`src/rtl/bpmd_pkg.sv`:
```
// ----------------------------------------------------------------------------
// bpmd_pkg
// Shared types and constants for the button press motor direction control core.
// ----------------------------------------------------------------------------
package bpmd_pkg;

	// default width of the press and dead time counters
	localparam int unsigned COUNT_WIDTH_DEF = 16;

	// configuration register widths
	localparam int unsigned LONG_W = 16;
	localparam int unsigned DEB_W  = 8;
	localparam int unsigned DEAD_W = 16;
	localparam int unsigned CFG_W  = 16;
	localparam int unsigned CFG_IDX_W = 2;

	// configuration register indexes
	localparam logic [CFG_IDX_W-1:0] CFG_LONG_PRESS = 2'd0;
	localparam logic [CFG_IDX_W-1:0] CFG_DEBOUNCE   = 2'd1;
	localparam logic [CFG_IDX_W-1:0] CFG_DEAD_TIME  = 2'd2;

	// configuration reset values
	localparam logic [LONG_W-1:0] LONG_PRESS_RST = 16'd1000;
	localparam logic [DEB_W-1:0]  DEBOUNCE_RST   = 8'd10;
	localparam logic [DEAD_W-1:0] DEAD_TIME_RST  = 16'd100;

	// duty handling
	localparam int unsigned DUTY_W = 7;
	localparam logic [DUTY_W-1:0] DUTY_RST  = 7'd55;
	localparam logic [DUTY_W-1:0] DUTY_BASE = 7'd60;
	localparam logic [DUTY_W-1:0] DUTY_STEP = 7'd5;
	localparam logic [7:0] CHAR_FIRST = 8'h31;
	localparam logic [7:0] CHAR_LAST  = 8'h39;

	// request kinds
	localparam logic ACT_TICK = 1'b0;
	localparam logic ACT_UART = 1'b1;

	typedef enum logic [2:0] {
		KP_IDLE,
		KP_PRESSED,
		KP_PRESS_CHECK,
		KP_WAIT_RELEASE,
		KP_RELEASE_CHECK
	} key_phase_t;

	// encoding matches the drive output for the running phases
	typedef enum logic [1:0] {
		MP_STOP    = 2'd0,
		MP_FORWARD = 2'd1,
		MP_REVERSE = 2'd2,
		MP_DEAD    = 2'd3
	} motor_phase_t;

	typedef struct packed {
		logic       action;
		logic       key_level;
		logic [7:0] rx_char;
	} req_t;

	typedef struct packed {
		logic [1:0]        drive;
		logic [DUTY_W-1:0] duty_percent;
		logic              short_event;
		logic              long_event;
	} rsp_t;

	typedef struct packed {
		logic [LONG_W-1:0] long_press_ticks;
		logic [DEB_W-1:0]  debounce_ticks;
		logic [DEAD_W-1:0] dead_time_ticks;
	} cfg_t;

	typedef struct packed {
		logic short_ev;
		logic long_ev;
	} key_evt_t;

	typedef struct packed {
		logic dead;
	} motor_stat_t;

endpackage

```
`src/rtl/bpmd_key.sv`:
```
// ----------------------------------------------------------------------------
// bpmd_key
// Key press classifier: tracks a press over ticks and reports short and long
// presses, with a debounce re-check on each apparent release if debounce is set.
// ----------------------------------------------------------------------------
module bpmd_key #(
	parameter int unsigned COUNT_WIDTH = bpmd_pkg::COUNT_WIDTH_DEF
) (
	input  logic               clk,
	input  logic               arst_n,
	input  logic               tick_en,
	input  logic               key_level,
	input  bpmd_pkg::cfg_t     cfg,
	output bpmd_pkg::key_evt_t evt
);
	import bpmd_pkg::*;

	localparam int unsigned CMP_W = (COUNT_WIDTH > LONG_W) ? COUNT_WIDTH : LONG_W;
	localparam logic [COUNT_WIDTH-1:0] CNT_MAX = '1;

	key_phase_t phase_q, phase_d;
	logic [COUNT_WIDTH-1:0] press_q, press_d, press_inc;
	logic [DEB_W-1:0] deb_q, deb_d;
	logic press_long, deb_last;

	// saturating press count and long press test
	assign press_inc  = (press_q == CNT_MAX) ? press_q : press_q + 1'b1;
	assign press_long = (CMP_W'(press_inc) >= CMP_W'(cfg.long_press_ticks)) ||
	                    (press_inc == CNT_MAX);
	assign deb_last   = (deb_q <= DEB_W'(1));

	// next phase
	always_comb begin
		phase_d = phase_q;
		if (tick_en) begin
			unique case (phase_q)
				KP_IDLE: begin
					if (key_level) phase_d = KP_PRESSED;
				end
				KP_PRESSED: begin
					if (press_long) begin
						phase_d = KP_WAIT_RELEASE;
					end else if (!key_level) begin
						phase_d = (cfg.debounce_ticks == '0) ? KP_IDLE : KP_PRESS_CHECK;
					end
				end
				KP_PRESS_CHECK: begin
					if (deb_last) phase_d = key_level ? KP_PRESSED : KP_IDLE;
				end
				KP_WAIT_RELEASE: begin
					if (!key_level) begin
						phase_d = (cfg.debounce_ticks == '0) ? KP_IDLE : KP_RELEASE_CHECK;
					end
				end
				KP_RELEASE_CHECK: begin
					if (deb_last) phase_d = key_level ? KP_WAIT_RELEASE : KP_IDLE;
				end
				default: phase_d = KP_IDLE;
			endcase
		end
	end

	// counters and events
	always_comb begin
		press_d      = press_q;
		deb_d        = deb_q;
		evt.short_ev = 1'b0;
		evt.long_ev  = 1'b0;
		if (tick_en) begin
			unique case (phase_q)
				KP_IDLE: begin
					if (key_level) press_d = '0;
				end
				KP_PRESSED: begin
					press_d = press_inc;
					if (press_long) begin
						evt.long_ev = 1'b1;
					end else if (!key_level) begin
						if (cfg.debounce_ticks == '0) evt.short_ev = 1'b1;
						else deb_d = cfg.debounce_ticks;
					end
				end
				KP_PRESS_CHECK: begin
					press_d = press_inc;
					if (deb_last) begin
						deb_d        = '0;
						evt.short_ev = !key_level;
					end else begin
						deb_d = deb_q - 1'b1;
					end
				end
				KP_WAIT_RELEASE: begin
					if (!key_level && cfg.debounce_ticks != '0) deb_d = cfg.debounce_ticks;
				end
				KP_RELEASE_CHECK: begin
					deb_d = deb_last ? '0 : deb_q - 1'b1;
				end
				default: begin
					deb_d = '0;
				end
			endcase
		end
	end

	// state registers
	always_ff @(posedge clk or negedge arst_n) begin
		if (!arst_n) begin
			phase_q <= KP_IDLE;
			press_q <= '0;
			deb_q   <= '0;
		end else begin
			phase_q <= phase_d;
			press_q <= press_d;
			deb_q   <= deb_d;
		end
	end

	// a press ends as short or long, never both
	a_evt_excl: assert property (@(posedge clk) disable iff (!arst_n)
		!(evt.short_ev && evt.long_ev))
		else $error("short and long press in one request");

	// events come only from an advancing tick
	a_evt_tick: assert property (@(posedge clk) disable iff (!arst_n)
		(evt.short_ev || evt.long_ev) |-> tick_en)
		else $error("key event without a tick");

	// the debounce counter is idle in the idle and wait-release phases
	a_deb_idle: assert property (@(posedge clk) disable iff (!arst_n)
		(phase_q == KP_IDLE || phase_q == KP_WAIT_RELEASE) |-> (deb_q == '0))
		else $error("debounce counter running outside a check");

endmodule

```
`src/rtl/bpmd_motor.sv`:
```
// ----------------------------------------------------------------------------
// bpmd_motor
// Motor direction sequencer with reversal dead time, and duty setting from
// received digit characters.
// ----------------------------------------------------------------------------
module bpmd_motor #(
	parameter int unsigned COUNT_WIDTH = bpmd_pkg::COUNT_WIDTH_DEF
) (
	input  logic                          clk,
	input  logic                          arst_n,
	input  logic                          item_en,
	input  bpmd_pkg::req_t                item,
	input  bpmd_pkg::key_evt_t            evt,
	input  bpmd_pkg::cfg_t                cfg,
	output bpmd_pkg::motor_stat_t         stat,
	output logic [1:0]                    drive,
	output logic [bpmd_pkg::DUTY_W-1:0]   duty_percent
);
	import bpmd_pkg::*;

	localparam int unsigned DMW = (COUNT_WIDTH > DEAD_W) ? COUNT_WIDTH : DEAD_W;
	localparam logic [COUNT_WIDTH-1:0] CNT_MAX = '1;

	motor_phase_t phase_q, phase_d, pend_q, pend_d, target;
	logic [COUNT_WIDTH-1:0] dead_q, dead_d, dead_load;
	logic [DUTY_W-1:0] duty_q, duty_d;
	logic is_tick, is_digit, dead_last, step;
	logic [7:0] char_off;

	assign is_tick   = item_en && (item.action == ACT_TICK);
	assign char_off  = item.rx_char - CHAR_FIRST;
	assign is_digit  = (item.rx_char >= CHAR_FIRST) && (item.rx_char <= CHAR_LAST);
	assign dead_last = (dead_q <= COUNT_WIDTH'(1));
	assign step      = is_tick && (phase_q != MP_DEAD) && !evt.long_ev && evt.short_ev;
	assign target    = (phase_q == MP_FORWARD) ? MP_REVERSE : MP_FORWARD;

	// dead time saturated to the counter range
	assign dead_load = (DMW'(cfg.dead_time_ticks) > DMW'(CNT_MAX)) ? CNT_MAX :
	                   COUNT_WIDTH'(cfg.dead_time_ticks);

	// next phase
	always_comb begin
		phase_d = phase_q;
		if (is_tick) begin
			if (phase_q == MP_DEAD) begin
				if (dead_last) phase_d = pend_q;
			end else if (evt.long_ev) begin
				phase_d = MP_STOP;
			end else if (step) begin
				if (phase_q == MP_STOP) phase_d = MP_FORWARD;
				else if (cfg.dead_time_ticks == '0) phase_d = target;
				else phase_d = MP_DEAD;
			end
		end
	end

	// dead counter, pending direction, duty and outputs
	always_comb begin
		dead_d = dead_q;
		pend_d = pend_q;
		duty_d = duty_q;
		if (item_en && item.action == ACT_UART && is_digit) begin
			duty_d = DUTY_W'(DUTY_W'(char_off[3:0]) * DUTY_STEP + DUTY_BASE);
		end
		if (is_tick && phase_q == MP_DEAD) begin
			dead_d = dead_last ? '0 : dead_q - 1'b1;
		end else if (step && phase_q != MP_STOP && cfg.dead_time_ticks != '0) begin
			dead_d = dead_load;
			pend_d = target;
		end
		drive        = (phase_d == MP_DEAD) ? 2'(MP_STOP) : 2'(phase_d);
		duty_percent = duty_d;
		stat.dead    = (phase_q == MP_DEAD);
	end

	// state registers
	always_ff @(posedge clk or negedge arst_n) begin
		if (!arst_n) begin
			phase_q <= MP_STOP;
			pend_q  <= MP_STOP;
			dead_q  <= '0;
			duty_q  <= DUTY_RST;
		end else begin
			phase_q <= phase_d;
			pend_q  <= pend_d;
			dead_q  <= dead_d;
			duty_q  <= duty_d;
		end
	end

	// dead counter runs only during a reversal pause
	a_dead_cnt: assert property (@(posedge clk) disable iff (!arst_n)
		(phase_q != MP_DEAD) |-> (dead_q == '0))
		else $error("dead counter set outside dead time");

	// a character never moves the motor
	a_uart_phase: assert property (@(posedge clk) disable iff (!arst_n)
		(item_en && item.action == ACT_UART) |=> (phase_q == $past(phase_q)))
		else $error("character request changed motor phase");

	// the pending direction is always a running direction during dead time
	a_pend_dir: assert property (@(posedge clk) disable iff (!arst_n)
		(phase_q == MP_DEAD) |-> (pend_q == MP_FORWARD || pend_q == MP_REVERSE))
		else $error("dead time without a target direction");

endmodule

```
`src/rtl/button_press_motor_direction_control_core.sv`:
```
// ----------------------------------------------------------------------------
// button_press_motor_direction_control_core
// Takes one request per clock: a tick carrying the button level or a received
// character. Each request gives exactly one result, held in the input and then
// the result register; the whole state update of the key classifier and the
// motor sequencer is one pass of logic between them, so the sustained rate is
// one request per cycle while the result side keeps up. A long press stops the
// motor; a short press steps stop, forward, reverse, forward, with any nonzero
// dead time held at stop before each reversal, ticks only counting it down.
// Digits 1 to 9 set the duty from 60 to 100 percent. Configuration is written
// through a plain write port; the user must write only while idle (unenforced).
// ----------------------------------------------------------------------------
module button_press_motor_direction_control_core #(
	parameter int unsigned COUNT_WIDTH = bpmd_pkg::COUNT_WIDTH_DEF
) (
	input  logic                             clk,
	input  logic                             arst_n,
	input  logic                             cfg_wr_en,
	input  logic [bpmd_pkg::CFG_IDX_W-1:0]   cfg_index,
	input  logic [bpmd_pkg::CFG_W-1:0]       cfg_data,
	input  logic                             req_valid,
	output logic                             req_stall,
	input  bpmd_pkg::req_t                   req,
	output logic                             rsp_valid,
	input  logic                             rsp_stall,
	output bpmd_pkg::rsp_t                   rsp
);
	import bpmd_pkg::*;

	cfg_t cfg_q;
	req_t item_s1;
	logic item_valid_s1, adv, tick_en;
	key_evt_t evt;
	motor_stat_t mstat;
	logic [1:0] drive;
	logic [DUTY_W-1:0] duty;

	// configuration registers
	always_ff @(posedge clk or negedge arst_n) begin
		if (!arst_n) begin
			cfg_q.long_press_ticks <= LONG_PRESS_RST;
			cfg_q.debounce_ticks   <= DEBOUNCE_RST;
			cfg_q.dead_time_ticks  <= DEAD_TIME_RST;
		end else if (cfg_wr_en) begin
			unique case (cfg_index)
				CFG_LONG_PRESS: cfg_q.long_press_ticks <= cfg_data[LONG_W-1:0];
				CFG_DEBOUNCE:   cfg_q.debounce_ticks   <= cfg_data[DEB_W-1:0];
				CFG_DEAD_TIME:  cfg_q.dead_time_ticks  <= cfg_data[DEAD_W-1:0];
				default:        ;
			endcase
		end
	end

	// handshake: the input stage moves on whenever the result register frees
	assign adv       = item_valid_s1 && (!rsp_valid || !rsp_stall);
	assign req_stall = item_valid_s1 && rsp_valid && rsp_stall;
	assign tick_en   = adv && (item_s1.action == ACT_TICK) && !mstat.dead;

	// input register
	always_ff @(posedge clk or negedge arst_n) begin
		if (!arst_n) begin
			item_valid_s1 <= 1'b0;
		end else if (req_valid && !req_stall) begin
			item_valid_s1 <= 1'b1;
		end else if (adv) begin
			item_valid_s1 <= 1'b0;
		end
	end

	always_ff @(posedge clk) begin
		if (req_valid && !req_stall) item_s1 <= req;
	end

	bpmd_key #(
		.COUNT_WIDTH(COUNT_WIDTH)
	) u_key (
		.clk       (clk),
		.arst_n    (arst_n),
		.tick_en   (tick_en),
		.key_level (item_s1.key_level),
		.cfg       (cfg_q),
		.evt       (evt)
	);

	bpmd_motor #(
		.COUNT_WIDTH(COUNT_WIDTH)
	) u_motor (
		.clk          (clk),
		.arst_n       (arst_n),
		.item_en      (adv),
		.item         (item_s1),
		.evt          (evt),
		.cfg          (cfg_q),
		.stat         (mstat),
		.drive        (drive),
		.duty_percent (duty)
	);

	// result register
	always_ff @(posedge clk or negedge arst_n) begin
		if (!arst_n) begin
			rsp_valid <= 1'b0;
		end else if (adv) begin
			rsp_valid <= 1'b1;
		end else if (!rsp_stall) begin
			rsp_valid <= 1'b0;
		end
	end

	always_ff @(posedge clk) begin
		if (adv) begin
			rsp.drive        <= drive;
			rsp.duty_percent <= duty;
			rsp.short_event  <= evt.short_ev;
			rsp.long_event   <= evt.long_ev;
		end
	end

	// a held request waits while the result side is blocked
	a_hold_s1: assert property (@(posedge clk) disable iff (!arst_n)
		(item_valid_s1 && rsp_valid && rsp_stall) |=> item_valid_s1)
		else $error("request dropped while result stalled");

	// drive never shows the dead time code
	a_drive: assert property (@(posedge clk) disable iff (!arst_n)
		rsp_valid |-> (rsp.drive != 2'(MP_DEAD)))
		else $error("invalid drive code");

	// duty stays within its reset value and full scale
	a_duty: assert property (@(posedge clk) disable iff (!arst_n)
		rsp_valid |-> (rsp.duty_percent >= DUTY_RST && rsp.duty_percent <= 7'd100))
		else $error("duty out of range");

endmodule

```
`config.mk`:
```
export PLATFORM = sky130hd
export DESIGN_NAME = button_press_motor_direction_control_core
export DESIGN_NICKNAME = d
export VERILOG_FILES = /design/src/rtl/bpmd_pkg.sv /design/src/rtl/bpmd_key.sv /design/src/rtl/bpmd_motor.sv /design/src/rtl/button_press_motor_direction_control_core.sv
export SDC_FILE = /design/constraint.sdc
export NUM_CORES = 1
export LEC_CHECK = 0
export ABC_AREA = 1
export BUFFER_PORTS_ARGS = -buffer_cell sky130_fd_sc_hd__buf_4
export CORE_ASPECT_RATIO = 0.7
export CORE_UTILIZATION = 61
export DETAILED_ROUTE_END_ITERATION = 7
export PLACE_DENSITY = 0.88
export SKIP_CTS_REPAIR_TIMING = 1
export SLEW_MARGIN = 5
export SYNTH_ARGS = -nofsm -noshare
export SYNTH_HDL_FRONTEND = slang
export SYNTH_HIERARCHICAL = 1
export SYNTH_SLANG_ARGS = --single-unit
```
`constraint.sdc`:
```
create_clock -name clk -period 4.1 [get_ports clk]
set_input_delay 0.82 -clock clk [delete_from_list [all_inputs] [get_ports clk]]
set_output_delay 0.82 -clock clk [all_outputs]
set_load 0.05 [all_outputs]
```
==> Word-level counts from Yosys, hierarchy flattened <==
Index checks and enable logic that the tools add are counted.
{ "word_totals": {"ff_bits": 117, "in_bits": 33, "output_inout_bits": 13, "wordCells": 145} }
{ "op_classes": {"addsub": 5, "multipliers": 1, "order_cmp": 6, "eq_ne": 22, "muxes": 45, "n_bitwise": 3, "reduce_logical": 44} }
{ "op_table": {"columns": ["op", "count"], "rows": [
  ["16-bit 2-to-1 mux", 6],
  ["8-bit 2-to-1 mux", 5],
  ["16-bit == test (second input constant)", 2],
  ["16-bit case mux with 2 select lines", 1],
  ["8-bit case mux with 4 select lines", 1],
  ["2-bit 2-to-1 mux", 11],
  ["3-bit 2-to-1 mux", 7],
  ["16-bit by 1-bit adder with 16-bit output (second input constant)", 1],
  ["16-bit >= comparator", 1],
  ["16-bit > comparator (second input constant)", 1],
  ["16-bit by 1-bit <= comparator with 1-bit output (second input constant)", 1],
  ["1-bit logical AND", 16],
  ["16-bit logical NOT", 1],
  ["16-bit nonzero test", 1],
  ["16-bit by 1-bit subtractor with 16-bit output (second input constant)", 1],
  ["3-bit case mux with 5 select lines", 1],
  ["2-bit inequality test (second input constant)", 6],
  ["6-bit AND reduction", 2],
  ["1-bit 2-to-1 mux", 11],
  ["8-bit by 6-bit >= comparator with 1-bit output (second input constant)", 1],
  ["8-bit by 1-bit <= comparator with 1-bit output (second input constant)", 1],
  ["8-bit by 6-bit <= comparator with 1-bit output (second input constant)", 1],
  ["8-bit logical NOT", 1],
  ["2-bit by 1-bit inequality test with 1-bit output (second input constant)", 4],
  ["22 further kinds", 42]
]} }

==> Depth between registers and ports, before layout <==
{ "logic_depth": {"ltp_word": 15, "mapped_depth": 30} }

==> By module <==
The synthesis kept the hierarchy.
{ "by_module_without_submodules": {"columns": ["module", "instances", "cells_per_inst", "area_per_inst_um2"], "rows": [
  ["bpmd_key", 1, 377, 2448.6],
  ["button_press_motor_direction_control_core", 1, 214, 2417.3],
  ["bpmd_motor", 1, 304, 2035.7]
]} }

==> Worst setup path before layout <==
No wires, ideal clock.
{ "synth_timing": {"kind": "reg-to-reg", "start": "register u_key.press_q[0]", "end": "register rsp[9] (netlist bit) (data pin)", "setup_time_ps": 249, "arrival_ps": 3096, "t_required_ps": 3851, "slack_ps": 755, "path_stages_with_launch": 29, "synth_period_minus_slack_ps": 3345, "path_cell_list": "dfrtp_1 > ha_1 > nand2_2 > nor2_2 > nand2_2 > nor2_4 > inv_2 > buf_6 > nand2_1 > ha_1 > a21oi_1 > o21ai_0 > a21oi_1 > o21ai_0 > nor2_1 > nand2_2 > nand2_4 > buf_6 > nor2_1 > inv_1 > nand2_2 > nor3_2 > nand2_2 > nand2_1 > nand2_1 > nand2_1 > nand2_1 > nand2_1 > inv_1"} }
{ "synth_rtl": {"columns": ["element", "line", "source"], "rows": [
  ["start, declared", "bpmd_key.sv:22", "logic [COUNT_WIDTH-1:0] press_q, press_d, press_inc;"],
  ["start signal, assigned", "bpmd_key.sv:113", "press_q <= press_d;"],
  ["end, declared", "button_press_motor_direction_control_core.sv:26", "output bpmd_pkg::rsp_t rsp"]
]} }

==> impl_metrics.xml <==
<?xml version="1.0" encoding="UTF-8"?>
<metrics>
  <group name="yosys">
    <metric name="ys_async_sr_fraction" unit="">0.821</metric>
    <metric name="synthesis.area_per_instance" unit="µm²">7.71</metric>
    <metric name="synth.area.top_cells" unit="">sky130_fd_sc_hd__dfrtp_1, sky130_fd_sc_hd__nand2_1, sky130_fd_sc_hd__edfxtp_1</metric>
    <metric name="synth.ff_latch_count" unit="">117</metric>
    <metric name="post_synth_inst_count" unit="">895</metric>
    <metric name="number_of_library_cell_types_mapped_by_synthesis" unit="">40</metric>
    <metric name="synth-edff-count" unit="">21</metric>
    <metric name="post-synth-top-count-cell" unit="">sky130_fd_sc_hd__nand2_1</metric>
    <metric name="mappedNetlistArea" unit="µm²">6900</metric>
    <metric name="synth_top_area_cell" unit="">sky130_fd_sc_hd__dfrtp_1</metric>
    <metric name="synth_largest_type_area_fraction" unit="">0.290</metric>
    <metric name="yosysSeqAreaShare" unit="">0.442</metric>
    <metric name="ys_dominant_reg_cell" unit="">sky130_fd_sc_hd__dfrtp_1</metric>
    <metric name="syn-num-nets" unit="">958</metric>
    <metric name="yosysWarnings" unit="">6</metric>
    <metric name="yosys-top-cells-count" unit="">sky130_fd_sc_hd__nand2_1, sky130_fd_sc_hd__inv_1, sky130_fd_sc_hd__nor2_1</metric>
  </group>
  <group name="timing">
    <metric name="setup_repair_after_global_routing_missed_its_margin" unit="">true</metric>
    <metric name="final_hold_fails" unit="">0</metric>
    <metric name="setup_slack" unit="ps">159</metric>
    <metric name="max_slew.worst_pin.slew" unit="ps">890</metric>
    <metric name="maxClockFrequency" unit="MHz">254</metric>
    <metric name="max-slew-margin-rel" unit="">0.406</metric>
    <metric name="clock-skew-final" unit="ps">8.89</metric>
    <metric name="fin_crit" unit="ps">3940</metric>
    <metric name="final_clock_period_utilization_by_the_worst_path" unit="">0.961</metric>
    <metric name="slew_viol_final" unit="">0</metric>
    <metric name="setup-violations-final" unit="">0</metric>
    <metric name="hold_slack" unit="ps">466</metric>
    <metric name="timing.setup.tns" unit="ps">0</metric>
  </group>
  <group name="global_routing">
    <metric name="maximum_number_of_pins_on_one_net_before_global_route_repair" unit="">62</metric>
    <metric name="gr-max-usage-layer" unit="">met2</metric>
    <metric name="grt_use_met3" unit="">0.0660</metric>
    <metric name="grt_use_total" unit="">0.306</metric>
    <metric name="grt_antenna_before_repair" unit="">0</metric>
    <metric name="first_global_vias" unit="">5982</metric>
    <metric name="grt_util_met1" unit="">0.426</metric>
    <metric name="globalRoute.totalOverflow" unit="">0</metric>
    <metric name="global_routing_met2_resource_utilization" unit="">0.468</metric>
    <metric name="grt_first_pass_wirelength" unit="µm">27900</metric>
  </group>
  <group name="route">
    <metric name="detail-route-antenna-nets" unit="">0</metric>
    <metric name="drc_errors" unit="">0</metric>
    <metric name="routed_wl" unit="µm">16900</metric>
    <metric name="dr_total_vias" unit="">6156</metric>
    <metric name="routed_via_count_divided_by_cell_count" unit="">5.54</metric>
    <metric name="wl_per_cell" unit="µm">15.2</metric>
    <metric name="initialDrtViolationCount" unit="">605</metric>
    <metric name="drt_first_pass_iters" unit="">6</metric>
  </group>
  <group name="final_layout">
    <metric name="fin_area" unit="µm²">7980</metric>
    <metric name="areaGrowthSynthToFinish" unit="%">15.6</metric>
    <metric name="fillers" unit="">794</metric>
    <metric name="finish.utilization" unit="">0.725</metric>
    <metric name="antenna-diode-count" unit="">0</metric>
    <metric name="design.final.nets" unit="">1009</metric>
    <metric name="fin_cells" unit="">1112</metric>
    <metric name="fraction_of_final_layout_cells_sized_beyond_drive_strength_1" unit="">0.151</metric>
  </group>
  <group name="hold_path">
    <metric name="min-delay-path-class" unit="">register to register</metric>
    <metric name="min_to" unit="">cfg_q[31]</metric>
    <metric name="holdCritStartpoint" unit="">cfg_q[31]</metric>
    <metric name="worst_hold_path.num_cells" unit="">2</metric>
  </group>
  <group name="setup_path">
    <metric name="path_class" unit="">register to register</metric>
    <metric name="critical_path.slowest_cell" unit="">sky130_fd_sc_hd__dfrtp_1</metric>
    <metric name="setup.worst_path.start_class" unit="">register</metric>
    <metric name="cp-end-kind" unit="">register</metric>
    <metric name="r2r.worst_path.cells" unit="">22</metric>
    <metric name="worstPathArrival" unit="ps">4220</metric>
    <metric name="timing.rr.start" unit="">u_key/press_q[1]</metric>
    <metric name="r2r-end" unit="">u_motor/dead_q[0]</metric>
    <metric name="critical_path.cell_chain" unit="">ha_2, nand2_2, nor2_2, nand2_4, nor2_4, nand2_1, nand2_1, nand2_1, ha_1, a21oi_1, o21ai_0, a21oi_1, o21ai_0, nor2_2, nand4_1, a21oi_2, nand3_2, nor3_4, nand2_4, buf_4, o21ai_0, a21oi_1</metric>
    <metric name="timing.critical_path.required" unit="ps">4380</metric>
    <metric name="slowest_delay" unit="ps">400</metric>
    <metric name="crit_path_max_fanout" unit="">8</metric>
    <metric name="reg2reg_setup_slack" unit="ps">160</metric>
  </group>
  <group name="clock_network">
    <metric name="cts_root_buffer" unit="">sky130_fd_sc_hd__clkbuf_16</metric>
    <metric name="cts_tree" unit="">done</metric>
    <metric name="cts_buffers" unit="">17</metric>
    <metric name="cts.sink_count" unit="">117</metric>
    <metric name="clk_latency" unit="ps">410</metric>
    <metric name="clock_tree.htree_level_count" unit="">4</metric>
    <metric name="clk_pin_slew" unit="ps">60</metric>
    <metric name="ctsLongestPathBuffers" unit="">2</metric>
  </group>
  <group name="pwr">
    <metric name="pwr_total" unit="mW">5.04</metric>
    <metric name="vdd_ir_drop_max" unit="V">0.000418</metric>
    <metric name="power.static_leakage" unit="nW">3.91</metric>
    <metric name="power.density_cell_area" unit="nW/µm²">632</metric>
  </group>
  <group name="floorplanning">
    <metric name="core" unit="µm²">11000</metric>
    <metric name="floorplan.die_area" unit="µm²">11800</metric>
    <metric name="initial_util" unit="">0.627</metric>
    <metric name="die_width" unit="µm">129</metric>
    <metric name="io_pins" unit="">46</metric>
    <metric name="core.rowCount" unit="">32</metric>
    <metric name="die_height" unit="µm">91.0</metric>
  </group>
  <group name="run">
    <metric name="max_cap_violations" unit="">0</metric>
  </group>
  <group name="outcome">
    <metric name="outcome" unit="">completed</metric>
  </group>
  <group name="place">
    <metric name="place_inst" unit="">1073</metric>
    <metric name="gp_routability_congestion" unit="">0.929</metric>
    <metric name="post-dp-hpwl" unit="µm">11500</metric>
    <metric name="placement.io_buffers" unit="">45</metric>
    <metric name="detailed_place.area" unit="µm²">7300</metric>
    <metric name="pre_cts_slack" unit="ps">105</metric>
  </group>
</metrics>
## worst max-delay path by stage
stage                startpoint  slack [ps]                 to
2_1_floorplan  u_key/press_q[0]         750             rsp[9]
3_3_place_gp   u_key/press_q[0]         370             rsp[9]
3_5_place_dp   u_key/press_q[0]         110  u_motor/dead_q[4]
4_1_cts        u_key/press_q[0]          20             rsp[9]
5_1_grt        u_key/press_q[1]        -150             rsp[9]
6_report       u_key/press_q[1]         160  u_motor/dead_q[0]
## critical path, delay by kind of cell, from the launching register on
family / cells / cell delay (ps)
flip-flops: 1 / 400
AND/OR/NAND/NOR: 12 / 1520
adder cells (fa/ha/maj): 2 / 550
AO/OA/AOI/OAI: 7 / 1150
buffers and inverters: 1 / 170
## routing by layer
| metal | vias up | part of all wire |
|---|---|---|
| li1 | 2994 | - |
| met1 | 2831 | 0.44 |
| met2 | 291 | 0.46 |
| met3 | 40 | 0.076 |
| met4 | 0 | 0.021 |
| met5 | - | 0 |
## logic make-up (layout without fill, tap and decap cells)
logic type | Yosys count | count (layout) | synth area share
and+or+nand+nor | 497 | 497 | 0.314
buffers and inverters | 133 | 197 | 0.0829
adders and majority gates | 30 | 30 | 0.0555
xor gates and xnor gates | 25 | 25 | 0.0317
DFF | 117 | 117 | 0.442
AOI/OAI and AO/OA | 93 | 93 | 0.0732
## flip-flops by register name, indices dropped and copies added (netlist names)
register / flops
cfg_q: 40
u_motor/duty_q: 7
rsp_valid: 1
u_key/deb_q: 8
u_key/phase_q: 3
item_valid_s1: 1
item_s1: 10
rsp: 11
u_key/press_q: 16
u_motor/pend_q: 2
u_motor/phase_q: 2
u_motor/dead_q: 16
## cells in the final DEF, fill, tap and decap left out, types with 16 or more instances in the layout
master                      synthesis  layout
sky130_fd_sc_hd__nand2_1          268     268
sky130_fd_sc_hd__inv_1            105     105
sky130_fd_sc_hd__nor2_1            93      88
sky130_fd_sc_hd__dfrtp_1           80      79
sky130_fd_sc_hd__nand3_1           64      63
sky130_fd_sc_hd__buf_4              2      56
sky130_fd_sc_hd__o21ai_0           43      42
sky130_fd_sc_hd__nand4_1           32      32
sky130_fd_sc_hd__ha_1              29      28
sky130_fd_sc_hd__edfxtp_1          21      21
sky130_fd_sc_hd__a21oi_1           21      20
sky130_fd_sc_hd__clkbuf_16          0      17
sky130_fd_sc_hd__dfstp_2           16      16
## cell type report
cell class	instances	area, µm²	area share
Tap cell	153	191	0.0240
Clock inverter	13	134	0.0168
Clock buffer	19	433	0.0543
Sequential cell	117	3050	0.383
Timing Repair Buffer	56	420	0.0527
Inverter	109	412	0.0516
Multi-Input combinational cell	645	3330	0.418
## power by group
group	internal, mW	switching, mW
Clock	0.890	0.545
Combinational	0.637	1.15
Sequential	1.52	0.298
Total	3.04	2.00
(Power assumes the default switching activity.)
